**src/i2cm_pkg.sv**
```systemverilog
package i2cm_pkg;

  localparam int unsigned UNIT_TICKS_W  = 16;
  localparam int unsigned ACK_TIMEOUT_W = 8;
  localparam int unsigned CFG_INDEX_W   = 2;
  localparam int unsigned CFG_DATA_W    = 16;

  localparam logic [UNIT_TICKS_W-1:0]  UNIT_TICKS_RST  = 16'd50;
  localparam logic [ACK_TIMEOUT_W-1:0] ACK_TIMEOUT_RST = 8'd50;

  // configuration register indexes
  localparam logic [CFG_INDEX_W-1:0] CFG_UNIT_TICKS  = 2'd0;
  localparam logic [CFG_INDEX_W-1:0] CFG_ACK_TIMEOUT = 2'd1;

  // item kind
  localparam logic KIND_TICK = 1'b0;
  localparam logic KIND_CMD  = 1'b1;

  // command codes
  localparam logic [1:0] OP_START = 2'd0;
  localparam logic [1:0] OP_STOP  = 2'd1;
  localparam logic [1:0] OP_WRITE = 2'd2;
  localparam logic [1:0] OP_READ  = 2'd3;

  // error codes
  localparam logic [1:0] ERR_OK   = 2'd0;
  localparam logic [1:0] ERR_BUS  = 2'd1;
  localparam logic [1:0] ERR_NACK = 2'd2;

  typedef struct packed {
    logic       kind;
    logic [1:0] op;
    logic [7:0] tx_byte;
    logic       send_ack;
    logic       sda_in;
  } in_item_t;

  typedef struct packed {
    logic       scl_out;
    logic       sda_out;
    logic       busy_res;
    logic       done_res;
    logic [7:0] rx_byte;
    logic [1:0] error_code;
  } out_item_t;

  typedef enum logic [2:0] {
    CLS_TICK,
    CLS_START,
    CLS_STOP,
    CLS_WRITE,
    CLS_READ
  } item_cls_t;

  typedef struct packed {
    item_cls_t  cls;
    logic [7:0] tx_byte;
    logic       send_ack;
    logic       sda_in;
  } q_item_t;

  typedef enum logic [4:0] {
    PH_IDLE,
    PH_S_CHK1,
    PH_S_FALL,
    PH_S_CHK2,
    PH_S_HOLD,
    PH_P_A,
    PH_P_B,
    PH_P_C,
    PH_W_HI,
    PH_W_LO,
    PH_W_NEXT,
    PH_A_HI,
    PH_A_POLL,
    PH_R_HI,
    PH_R_SMP,
    PH_R_NEXT,
    PH_K_HI,
    PH_K_LO
  } phase_t;

endpackage

```
**src/i2cm_front.sv**
```systemverilog
module i2cm_front (
  input  i2cm_pkg::in_item_t in_data,
  output i2cm_pkg::q_item_t  q_data
);
  import i2cm_pkg::*;

  item_cls_t cls;

  always_comb begin
    cls = CLS_TICK;
    if (in_data.kind == KIND_CMD) begin
      unique case (in_data.op)
        OP_START: cls = CLS_START;
        OP_STOP:  cls = CLS_STOP;
        OP_WRITE: cls = CLS_WRITE;
        OP_READ:  cls = CLS_READ;
        default:  cls = CLS_TICK;
      endcase
    end
  end

  assign q_data.cls      = cls;
  assign q_data.tx_byte  = in_data.tx_byte;
  assign q_data.send_ack = in_data.send_ack;
  assign q_data.sda_in   = in_data.sda_in;

endmodule

```
**src/i2cm_queue.sv**
```systemverilog
module i2cm_queue #(
  parameter int unsigned DEPTH = 2
) (
  input  logic               clk,
  input  logic               rst_n,
  input  logic               wr_valid,
  output logic               wr_ready,
  input  i2cm_pkg::q_item_t  wr_data,
  output logic               rd_valid,
  input  logic               rd_pop,
  output i2cm_pkg::q_item_t  rd_data
);
  import i2cm_pkg::*;

  localparam int unsigned PTR_W = (DEPTH > 1) ? $clog2(DEPTH) : 1;
  localparam int unsigned CNT_W = $clog2(DEPTH + 1);

  q_item_t            mem_r [DEPTH];
  logic [PTR_W-1:0]   wr_ptr_r, wr_ptr_nxt;
  logic [PTR_W-1:0]   rd_ptr_r, rd_ptr_nxt;
  logic [CNT_W-1:0]   count_r, count_nxt;
  logic               push;

  assign wr_ready = (count_r != CNT_W'(DEPTH));
  assign rd_valid = (count_r != '0);
  assign rd_data  = mem_r[rd_ptr_r];
  assign push     = wr_valid && wr_ready;

  always_comb begin
    wr_ptr_nxt = wr_ptr_r;
    rd_ptr_nxt = rd_ptr_r;
    count_nxt  = count_r;
    if (push) begin
      wr_ptr_nxt = (wr_ptr_r == PTR_W'(DEPTH - 1)) ? '0 : wr_ptr_r + PTR_W'(1);
    end
    if (rd_pop) begin
      rd_ptr_nxt = (rd_ptr_r == PTR_W'(DEPTH - 1)) ? '0 : rd_ptr_r + PTR_W'(1);
    end
    if (push && !rd_pop) begin
      count_nxt = count_r + CNT_W'(1);
    end else if (!push && rd_pop) begin
      count_nxt = count_r - CNT_W'(1);
    end
  end

  always_ff @(posedge clk) begin
    if (!rst_n) begin
      wr_ptr_r <= '0;
      rd_ptr_r <= '0;
      count_r  <= '0;
    end else begin
      wr_ptr_r <= wr_ptr_nxt;
      rd_ptr_r <= rd_ptr_nxt;
      count_r  <= count_nxt;
    end
  end

  always_ff @(posedge clk) begin
    if (push) begin
      mem_r[wr_ptr_r] <= wr_data;
    end
  end

endmodule

```
**src/i2cm_back.sv**
```systemverilog
module i2cm_back (
  input  logic                               clk,
  input  logic                               rst_n,
  input  logic                               q_valid,
  input  i2cm_pkg::q_item_t                  q_data,
  output logic                               q_pop,
  input  logic                               cfg_valid,
  output logic                               cfg_ready,
  input  logic [i2cm_pkg::CFG_INDEX_W-1:0]   cfg_index,
  input  logic [i2cm_pkg::CFG_DATA_W-1:0]    cfg_data,
  output logic                               out_valid,
  input  logic                               out_ready,
  output i2cm_pkg::out_item_t                out_data
);
  import i2cm_pkg::*;

  logic [UNIT_TICKS_W-1:0]  unit_ticks_r;
  logic [ACK_TIMEOUT_W-1:0] ack_timeout_r;

  phase_t      phase_r, phase_nxt;
  logic [15:0] unit_counter_r, unit_counter_nxt;
  logic [1:0]  units_left_r, units_left_nxt;
  logic [3:0]  bit_counter_r, bit_counter_nxt;
  logic [7:0]  shift_r, shift_nxt;
  logic [7:0]  ack_wait_r, ack_wait_nxt;
  logic        scl_r, scl_nxt;
  logic        sda_r, sda_nxt;
  logic        ack_choice_r, ack_choice_nxt;
  logic [1:0]  last_error_r, last_error_nxt;
  logic [7:0]  rx_hold_r, rx_hold_nxt;
  logic        out_valid_r;
  out_item_t   out_data_r;

  logic        is_tick, is_cmd, run, finish, unit_end, last_bit, timeout, sda_smp;
  logic [15:0] uc_inc;
  logic [1:0]  ul_dec;
  logic [3:0]  bc_inc;

  assign q_pop     = q_valid && (!out_valid_r || out_ready);
  assign cfg_ready = 1'b1;
  assign out_valid = out_valid_r;
  assign out_data  = out_data_r;

  assign is_tick  = q_pop && (q_data.cls == CLS_TICK) && (phase_r != PH_IDLE);
  assign is_cmd   = q_pop && (q_data.cls != CLS_TICK) && (phase_r == PH_IDLE);
  assign sda_smp  = q_data.sda_in;
  assign uc_inc   = unit_counter_r + 16'd1;
  assign ul_dec   = units_left_r - 2'd1;
  assign unit_end = (uc_inc >= unit_ticks_r);
  // the step of a phase runs once its unit wait has fully elapsed
  assign run      = is_tick && ((units_left_r == 2'd0) || (unit_end && ul_dec == 2'd0));
  assign bc_inc   = bit_counter_r + 4'd1;
  assign last_bit = bc_inc[3];
  assign timeout  = (ack_wait_r >= ack_timeout_r);

  // phase and unit timing
  always_comb begin
    phase_nxt        = phase_r;
    units_left_nxt   = units_left_r;
    unit_counter_nxt = unit_counter_r;
    finish           = 1'b0;
    if (is_cmd) begin
      unit_counter_nxt = '0;
      unique case (q_data.cls)
        CLS_START: begin phase_nxt = PH_S_CHK1; units_left_nxt = 2'd0; end
        CLS_STOP:  begin phase_nxt = PH_P_A;    units_left_nxt = 2'd2; end
        CLS_WRITE: begin phase_nxt = PH_W_HI;   units_left_nxt = 2'd1; end
        CLS_READ:  begin phase_nxt = PH_R_HI;   units_left_nxt = 2'd1; end
        default: ;
      endcase
    end else if (is_tick) begin
      if (units_left_r != 2'd0) begin
        if (!unit_end) begin
          unit_counter_nxt = uc_inc;
        end else begin
          unit_counter_nxt = '0;
          units_left_nxt   = ul_dec;
        end
      end
      if (run) begin
        unit_counter_nxt = '0;
        unique case (phase_r)
          PH_S_CHK1: begin
            if (!sda_smp) finish = 1'b1;
            else begin phase_nxt = PH_S_FALL; units_left_nxt = 2'd1; end
          end
          PH_S_FALL: begin phase_nxt = PH_S_CHK2; units_left_nxt = 2'd0; end
          PH_S_CHK2: begin
            if (sda_smp) finish = 1'b1;
            else begin phase_nxt = PH_S_HOLD; units_left_nxt = 2'd2; end
          end
          PH_S_HOLD: finish = 1'b1;
          PH_P_A:    begin phase_nxt = PH_P_B; units_left_nxt = 2'd1; end
          PH_P_B:    begin phase_nxt = PH_P_C; units_left_nxt = 2'd2; end
          PH_P_C:    finish = 1'b1;
          PH_W_HI:   begin phase_nxt = PH_W_LO;   units_left_nxt = 2'd1; end
          PH_W_LO:   begin phase_nxt = PH_W_NEXT; units_left_nxt = 2'd1; end
          PH_W_NEXT: begin
            phase_nxt      = last_bit ? PH_A_HI : PH_W_HI;
            units_left_nxt = 2'd1;
          end
          PH_A_HI:   begin phase_nxt = PH_A_POLL; units_left_nxt = 2'd1; end
          PH_A_POLL: begin
            if (!sda_smp) finish = 1'b1;
            else if (timeout) begin phase_nxt = PH_P_A; units_left_nxt = 2'd2; end
            else begin phase_nxt = PH_A_POLL; units_left_nxt = 2'd1; end
          end
          PH_R_HI:   begin phase_nxt = PH_R_SMP;  units_left_nxt = 2'd1; end
          PH_R_SMP:  begin phase_nxt = PH_R_NEXT; units_left_nxt = 2'd1; end
          PH_R_NEXT: begin
            phase_nxt      = last_bit ? PH_K_HI : PH_R_HI;
            units_left_nxt = 2'd1;
          end
          PH_K_HI:   begin phase_nxt = PH_K_LO; units_left_nxt = 2'd1; end
          PH_K_LO:   finish = 1'b1;
          default:   finish = 1'b1;
        endcase
        if (finish) begin
          phase_nxt      = PH_IDLE;
          units_left_nxt = 2'd0;
        end
      end
    end
  end

  // bus levels and data path
  always_comb begin
    scl_nxt        = scl_r;
    sda_nxt        = sda_r;
    shift_nxt      = shift_r;
    bit_counter_nxt = bit_counter_r;
    ack_wait_nxt   = ack_wait_r;
    ack_choice_nxt = ack_choice_r;
    last_error_nxt = last_error_r;
    rx_hold_nxt    = rx_hold_r;
    if (is_cmd) begin
      last_error_nxt = ERR_OK;
      unique case (q_data.cls)
        CLS_START: sda_nxt = 1'b1;
        CLS_STOP: begin
          scl_nxt = 1'b0;
          sda_nxt = 1'b0;
        end
        CLS_WRITE: begin
          scl_nxt         = 1'b0;
          shift_nxt       = q_data.tx_byte;
          bit_counter_nxt = '0;
          sda_nxt         = q_data.tx_byte[7];
        end
        CLS_READ: begin
          scl_nxt         = 1'b0;
          sda_nxt         = 1'b1;
          shift_nxt       = '0;
          bit_counter_nxt = '0;
          ack_choice_nxt  = q_data.send_ack;
        end
        default: ;
      endcase
    end else if (run) begin
      unique case (phase_r)
        PH_S_CHK1: begin
          if (!sda_smp) last_error_nxt = ERR_BUS;
          else scl_nxt = 1'b1;
        end
        PH_S_FALL: sda_nxt = 1'b0;
        PH_S_CHK2: begin
          if (sda_smp) last_error_nxt = ERR_BUS;
        end
        PH_S_HOLD: scl_nxt = 1'b0;
        PH_P_A:    scl_nxt = 1'b1;
        PH_P_B:    sda_nxt = 1'b1;
        PH_W_HI:   scl_nxt = 1'b1;
        PH_W_LO:   scl_nxt = 1'b0;
        PH_W_NEXT: begin
          bit_counter_nxt = bc_inc;
          shift_nxt       = {shift_r[6:0], 1'b0};
          sda_nxt         = last_bit ? 1'b1 : shift_r[6];
        end
        PH_A_HI: begin
          scl_nxt      = 1'b1;
          ack_wait_nxt = '0;
        end
        PH_A_POLL: begin
          if (!sda_smp) begin
            scl_nxt = 1'b0;
          end else if (timeout) begin
            // no acknowledge: release the bus with a stop
            last_error_nxt = ERR_NACK;
            scl_nxt        = 1'b0;
            sda_nxt        = 1'b0;
          end else begin
            ack_wait_nxt = ack_wait_r + 8'd1;
          end
        end
        PH_R_HI:  scl_nxt = 1'b1;
        PH_R_SMP: shift_nxt = {shift_r[6:0], sda_smp};
        PH_R_NEXT: begin
          bit_counter_nxt = bc_inc;
          scl_nxt         = 1'b0;
          if (last_bit) sda_nxt = ~ack_choice_r;
        end
        PH_K_HI: scl_nxt = 1'b1;
        PH_K_LO: begin
          scl_nxt     = 1'b0;
          rx_hold_nxt = shift_r;
        end
        default: ;
      endcase
    end
  end

  always_ff @(posedge clk) begin
    if (!rst_n) begin
      unit_ticks_r  <= UNIT_TICKS_RST;
      ack_timeout_r <= ACK_TIMEOUT_RST;
    end else if (cfg_valid && cfg_ready) begin
      if (cfg_index == CFG_UNIT_TICKS) begin
        unit_ticks_r <= cfg_data[UNIT_TICKS_W-1:0];
      end else if (cfg_index == CFG_ACK_TIMEOUT) begin
        ack_timeout_r <= cfg_data[ACK_TIMEOUT_W-1:0];
      end
    end
  end

  always_ff @(posedge clk) begin
    if (!rst_n) begin
      phase_r        <= PH_IDLE;
      unit_counter_r <= '0;
      units_left_r   <= '0;
      bit_counter_r  <= '0;
      shift_r        <= '0;
      ack_wait_r     <= '0;
      scl_r          <= 1'b1;
      sda_r          <= 1'b1;
      ack_choice_r   <= 1'b0;
      last_error_r   <= ERR_OK;
      rx_hold_r      <= '0;
      out_valid_r    <= 1'b0;
    end else begin
      phase_r        <= phase_nxt;
      unit_counter_r <= unit_counter_nxt;
      units_left_r   <= units_left_nxt;
      bit_counter_r  <= bit_counter_nxt;
      shift_r        <= shift_nxt;
      ack_wait_r     <= ack_wait_nxt;
      scl_r          <= scl_nxt;
      sda_r          <= sda_nxt;
      ack_choice_r   <= ack_choice_nxt;
      last_error_r   <= last_error_nxt;
      rx_hold_r      <= rx_hold_nxt;
      if (q_pop) begin
        out_valid_r <= 1'b1;
      end else if (out_ready) begin
        out_valid_r <= 1'b0;
      end
    end
  end

  always_ff @(posedge clk) begin
    if (q_pop) begin
      out_data_r.scl_out    <= scl_nxt;
      out_data_r.sda_out    <= sda_nxt;
      out_data_r.busy_res   <= (phase_nxt != PH_IDLE);
      out_data_r.done_res   <= finish;
      out_data_r.rx_byte    <= rx_hold_nxt;
      out_data_r.error_code <= last_error_nxt;
    end
  end

endmodule

```
**src/i2c_master_byte_controller.sv**
```systemverilog
// Path: an accepted item is held in a queue slot, then executed into the output
// register; it is held back only while out_ready is low.
// Throughput: one item per cycle while out_ready does not hold the output, bus phase timing is counted in tick items.
// Reset: synchronous, active low; bus lines released high, idle, queue empty,
// unit_ticks and ack_timeout back to 50.
module i2c_master_byte_controller #(
  parameter int unsigned QUEUE_DEPTH = 2
) (
  input  logic                               clk,
  input  logic                               rst_n,
  input  logic                               in_valid,
  output logic                               in_ready,
  input  i2cm_pkg::in_item_t                 in_data,
  output logic                               out_valid,
  input  logic                               out_ready,
  output i2cm_pkg::out_item_t                out_data,
  input  logic                               cfg_valid,
  output logic                               cfg_ready,
  input  logic [i2cm_pkg::CFG_INDEX_W-1:0]   cfg_index,
  input  logic [i2cm_pkg::CFG_DATA_W-1:0]    cfg_data
);
  import i2cm_pkg::*;

  q_item_t cls_item;
  q_item_t q_head;
  logic    q_valid;
  logic    q_pop;

  i2cm_front u_front (
    .in_data (in_data),
    .q_data  (cls_item)
  );

  i2cm_queue #(
    .DEPTH (QUEUE_DEPTH)
  ) u_queue (
    .clk      (clk),
    .rst_n    (rst_n),
    .wr_valid (in_valid),
    .wr_ready (in_ready),
    .wr_data  (cls_item),
    .rd_valid (q_valid),
    .rd_pop   (q_pop),
    .rd_data  (q_head)
  );

  i2cm_back u_back (
    .clk       (clk),
    .rst_n     (rst_n),
    .q_valid   (q_valid),
    .q_data    (q_head),
    .q_pop     (q_pop),
    .cfg_valid (cfg_valid),
    .cfg_ready (cfg_ready),
    .cfg_index (cfg_index),
    .cfg_data  (cfg_data),
    .out_valid (out_valid),
    .out_ready (out_ready),
    .out_data  (out_data)
  );

endmodule

```
**config.mk**
```make
export PLATFORM = sky130hd
export DESIGN_NAME = i2c_master_byte_controller
export DESIGN_NICKNAME = d
export VERILOG_FILES = /design/src/i2cm_pkg.sv /design/src/i2cm_front.sv /design/src/i2cm_queue.sv /design/src/i2cm_back.sv /design/src/i2c_master_byte_controller.sv
export SDC_FILE = /design/constraint.sdc
export NUM_CORES = 1
export LEC_CHECK = 0
export BUFFER_PORTS_ARGS = -buffer_cell sky130_fd_sc_hd__buf_2
export CAP_MARGIN = 20
export CORE_ASPECT_RATIO = 0.5
export CORE_MARGIN = 3
export CORE_UTILIZATION = 55
export DETAILED_ROUTE_END_ITERATION = 7
export PLACE_DENSITY = 0.76
export SLEW_MARGIN = 5
export SYNTH_ARGS = -nofsm -noshare
export SYNTH_HDL_FRONTEND = slang
export SYNTH_SLANG_ARGS = --single-unit
```
**constraint.sdc**
```tcl
create_clock -name clk -period 5.1 [get_ports clk]
set_input_delay 0.255 -clock clk [delete_from_list [all_inputs] [get_ports clk]]
set_output_delay 0.255 -clock clk [all_outputs]
set_load 0.01 [all_outputs]
```
After elaboration in Yosys (flattened, before gate mapping):

Memory sizes are Yosys's and may differ from the RTL's. A register that Yosys moved wholly into a read port is not among the register bits.
Index checks and enable logic that the tools add are counted.

* $add $sub $neg: 8
* magnitude comparators: 2
* equality and inequality tests: 30
* mux-type cells: 81
* bitwise gates (word level): 6
* reductions and logical operators: 53

Operators with widths (count)
* $pmux 5 s14: 1
* $mux 8: 7
* $mux 16: 3
* $pmux 8 s2: 3
* $eq 5x4->1 const B: 8
* $mux 5: 8
* $mux 2: 19
* $mux 1: 25
* $mux 4: 5
* $pmux 5 s4: 1
* $reduce_bool 2->1: 9
* $add 16x1->16 const B: 1
* $ge 16x16->1: 1
* $eq 5x3->1 const B: 3
* $pmux 2 s3: 2
* $pmux 2 s6: 1
* $pmux 3 s4: 1
* $reduce_or 11->1: 1
* $eq 5x2->1 const B: 2
* $eq 5x5->1 const B: 2
* $logic_and 1x1->1: 10
* $reduce_bool 5->1: 2
* $reduce_or 2->1: 5
* $reduce_and 3->1: 3
* 33 further kinds: 57

* bits in registers: 99
* memory bits (writable): 26
* output and inout port bits: 17
* logic and storage cells: 204
* memories kept: 1

Memories
* u_queue.mem_r: words 2, bits a word 13, rd ports 1, clocked after memory_dff 1, write ports 1, RTL line i2cm_queue.sv:18 `q_item_t mem_r [DEPTH];`

Longest topological paths before layout:

* depth after elaboration: 14
* mapped depth: 15

By module:

From an unflattened synthesis, not the netlist that was laid out.

* cells, all modules: 743
* area, all modules: 6779.0 µm²

Modules (own cells, without submodules)
* i2cm_back: times used 1, cells each 661, area each 5465.2 µm², seq. area each 2042.0 µm²
* i2cm_queue: times used 1, cells each 64, area each 1173.6 µm², seq. area each 880.8 µm²
* i2cm_front: times used 1, cells each 18, area each 140.1 µm², seq. area each 0.0 µm²

Least setup slack after synthesis:

No wires, ideal clock.

* path type: register to register
* from: register u_back.unit_counter_r[0]
* to: register u_back.ack_wait_r[7]
* arrival: 3.733 ns
* data required time: 5.030 ns
* slack: 1.297 ns
* stages on the path, launching flop included: 15
* clock period less this slack: 3.803 ns
* cells stage by stage: dfxtp_1 ha_1 and3_1 nand3_1 nor2_1 and3_1 xor2_1 ha_1 nand4_1 nor4_1 and3_1 nor4_2 or4_4 or4_1 a21oi_1

* longest elaborated chain between the ends: 6

RTL lines
* start: declaration: RTL line i2cm_back.sv:21 `logic [15:0] unit_counter_r, unit_counter_nxt;`
* start signal: assignment: RTL line i2cm_back.sv:241 `unit_counter_r <= unit_counter_nxt;`
* $add 16x1->16: RTL line i2cm_back.sv:47 `assign uc_inc = unit_counter_r + 16'd1;`
* $ge 16x16->1: RTL line i2cm_back.sv:49 `assign unit_end = (uc_inc >= unit_ticks_r);`
* $logic_and 1x1->1: RTL line i2cm_back.sv:51 `assign run = is_tick && ((units_left_r == 2'd0) || (unit_end && ul_dec == 2'd0));`
* $logic_or 1x1->1: RTL line i2cm_back.sv:51
* $logic_and 1x1->1: RTL line i2cm_back.sv:51
* $reduce_and 5->1 (no line)
* end signal: assignment: RTL line i2cm_back.sv:245 `ack_wait_r <= ack_wait_nxt;`
* end: declaration: RTL line i2cm_back.sv:25 `logic [7:0] ack_wait_r, ack_wait_nxt;`

Every way passes these cells.
A chain may end at the register's enable or synchronous reset.

Final worst setup path:

Ends and elaborated chain as after synthesis.

==> metrics.txt <==
status completed; number of ports placed on the die boundary 53; instance area at placement 7160 um^2; leakage dissipation 0.00305 uW; number of buffers added on ports 51; fraction of power consumed by sequential logic 37.7%; capturing element type of the critical path flop; number of max-capacitance violations reported 0; RSZ-0062 raised after global routing no; Finished Cell Area 7750 um^2; first-pass GRT wire length 26300 um; total internal power 2230 uW; crit start category flop; final hold violations 0; power density cells 445 nW/um^2; summed instance area of the synthesized netlist 6810 um^2; total routing usage reported by global routing 23.7%; buffer count from post-CTS setup fixing 0; wire length after detailed routing 16000 um; largest voltage drop on the vdd net 229 uV; antenna diode instance count 0; FF+latch count, synth 126; share of post-route cells with drive strength above 1 15.6%; TritonCTS sink count 126; Die Ht 84.7 um; largest cells by area after synthesis dfxtp_1 (25%), edfxtp_1 (18%), ha_1 (5.7%), a21oi_1 (4.3%), nand2_1 (3.7%); Total Negative Setup Slacks 0 ns; Worst-Margin Slew 0.931 ns; worst hold slack across all endpoints 0.0286 ns; CTS Buf Count 17; yosys synthesis warning count 0; DRT iter0 DRCs 494; Vias/cell 5.96; clock network latency to the later pin of the worst-skew pair 0.41 ns; Final Wtd Congestion 0.975; horizontal extent of the die 163 um; cell taking the most area after synthesis dfxtp_1; headroom to the max-slew limit 37.9%; Remaining Overflow, GRT 0; highest attainable clock frequency 227 MHz; Routed Antenna Nets 0; per-cell routed wire length 16.6 um; FP Rows 28; data required time at the worst endpoint 5.44 ns; area of the die 13800 um^2; initial standard-cell utilization of the core 57.0%; Post-synth EDFFs 40; clock transition at the register clock pins on the worst setup and hold paths after CTS 0.06 ns; Commonest cells post-synth dfxtp_1 (86), nand2_1 (67), nor2_1 (66), a21oi_1 (58), edfxtp_1 (40); Syn Nets 812; synthesized instance count 745; CTS tree built; fraction of power spent switching nets 35.4%; final-stage net count 851; count of hold-fix buffers inserted at cts 0; clock buffer depth 2; Top FF cell, synth dfxtp_1; DR pass1 iterations 5; part of the power in the clock network 34.2%; largest net degree at the start of global routing 40; fraction of registers with async set/reset 0%; Post-DP HPWL 11100 um; Max Fanout on Critical Path 15; Area growth, synth to finish 13.8%; Setup-failing EPs final 0; mean area per synthesized cell 9.14 um^2; total power draw 3450 uW; CTS H-tree lvls 4; vias in the first global route 5350; sequential area share after synthesis 42.9%; Sw Pwr 1220 uW; startpoint-to-endpoint class of the critical path flop to flop; clock period minus final worst setup slack 4.41 ns; Yosys cell types 70; skew final 0.00997 ns; number of resized instances in the post-cts repair step 0; type of the most critical hold path primary input to flop; area inside the core boundary 11900 um^2; DRC viols 0; ratio of final minimum period to clock period 86.4%; post-synth top area share 25.3%; max-slew violation total from the final report 0; initial antenna violation count 0; clock root buffer master clkbuf_16; number of vias in the routed layout 5736; most numerous cell in the Yosys netlist dfxtp_1; Comb pwr share 28.1%; WP data arrival 4.75 ns
-- final timing paths --
check / cells past startpoint / endpoint / from / slack (ns)
setup / recovery: 14 / u_back.ack_wait_r[7] / u_back.unit_counter_r[0] / 0.69
hold / removal: 1 / u_queue.mem_r[0][7] / in_data[7] / 0.03
setup reg to reg: 14 / u_back.ack_wait_r[7] / u_back.unit_counter_r[0] / 0.69
hold reg to reg: 2 / u_back.unit_ticks_r[14] / u_back.unit_ticks_r[14] / 0.46
-- registers in the layout, indices dropped and copies added, names as in the netlist, 2 cells and up, named ones only --
signal / count
u_back.phase_r: 5
u_back.last_error_r: 2
u_queue.mem_r: 26
u_back.bit_counter_r: 4
u_back.unit_counter_r: 16
u_back.units_left_r: 2
u_back.ack_timeout_r: 8
u_back.unit_ticks_r: 16
u_back.shift_r: 8
u_queue.count_r: 2
u_back.out_data: 14
u_back.ack_wait_r: 8
u_back.rx_hold_r: 8
-- stage by stage --
stage	utilization, %	std cells	setup slack [ns]
5_1_grt	64.9	962	0.364
2_1_floorplan	-	745	1.30
3_3_place_gp	59.9	928	0.972
4_1_cts	64.8	961	0.744
3_5_place_dp	60.0	929	0.793
6_report	64.9	962	0.693
-- power by group through the flow --
stage,Combinational [uW],Clock (uW),Sequential [uW]
global placement,930,0,1320
finish,968,1180,1300
floorplan,707,0,1290
detailed placement,948,0,1320
global route,1060,1250,1320
CTS,959,1190,1300
-- layout make-up --
type	instances	area, um^2
Clock buffer	17	425
Clock inverter	15	149
Fill cell	999	4200
Inverter	38	143
Multi-Input combinational cell	544	3600
Sequential cell	126	2920
Tap cell	165	206
Timing Repair Buffer	57	304
-- metal layers --
metal  global-route usage [%]  vias up  part of all wire, %
li1                         -     2786                    -
met3                     5.91       31                  6.4
met1                     31.6     2726                   46
met2                     38.0      193                   46
met4                     8.06        0                  1.9
met5                        0        -                    0
-- cells by family after synthesis --
family | count (synthesis) | share of synthesized area, %
simple gates | 275 | 20.7
compound gates | 174 | 17.0
flops | 126 | 42.9
buf+inv | 75 | 4.39
mux | 38 | 5.99
fa+ha+maj | 31 | 5.70
xor+xnor | 25 | 3.22
other cells | 1 | 0.0551
-- layout by cell type (no fill, tap or decap), types with 6 or more instances in the layout --
cell type and instances:
mux2_2 12, or2_2 6, edfxtp_1 40, a31oi_1 6
a21oi_1 58, nand2_1 67, mux2i_1 25, and3_1 9
clkbuf_16 17, buf_2 51, nand2b_1 8, nor3_1 17
o211ai_1 7, nor4_1 7, o21a_1 10, o21ai_0 30
nand4_1 9, a211oi_1 6, or3_1 14, inv_6 8
xnor2_1 15, inv_1 37, xor2_1 10, o2bb2ai_1 9
nor2_1 66, and2_1 15, a22oi_1 10, nand3_1 23
ha_1 31, nand3b_1 6, dfxtp_1 86
-- worst max-delay path: stages, from the launching register on --
cell     delay, ns
dfxtp_1       0.42
ha_1          0.34
and3_1        0.20
nand3_1       0.17
nor2_1        0.32
and3_1        0.24
xor2_1        0.08
ha_1          0.29
nand4_1       0.17
nor4_1        0.37
and3_1        0.29
nor4_2        0.13
or4_4         0.63
or4_1         0.53
a21oi_1       0.15
(Power assumes the default switching activity.)
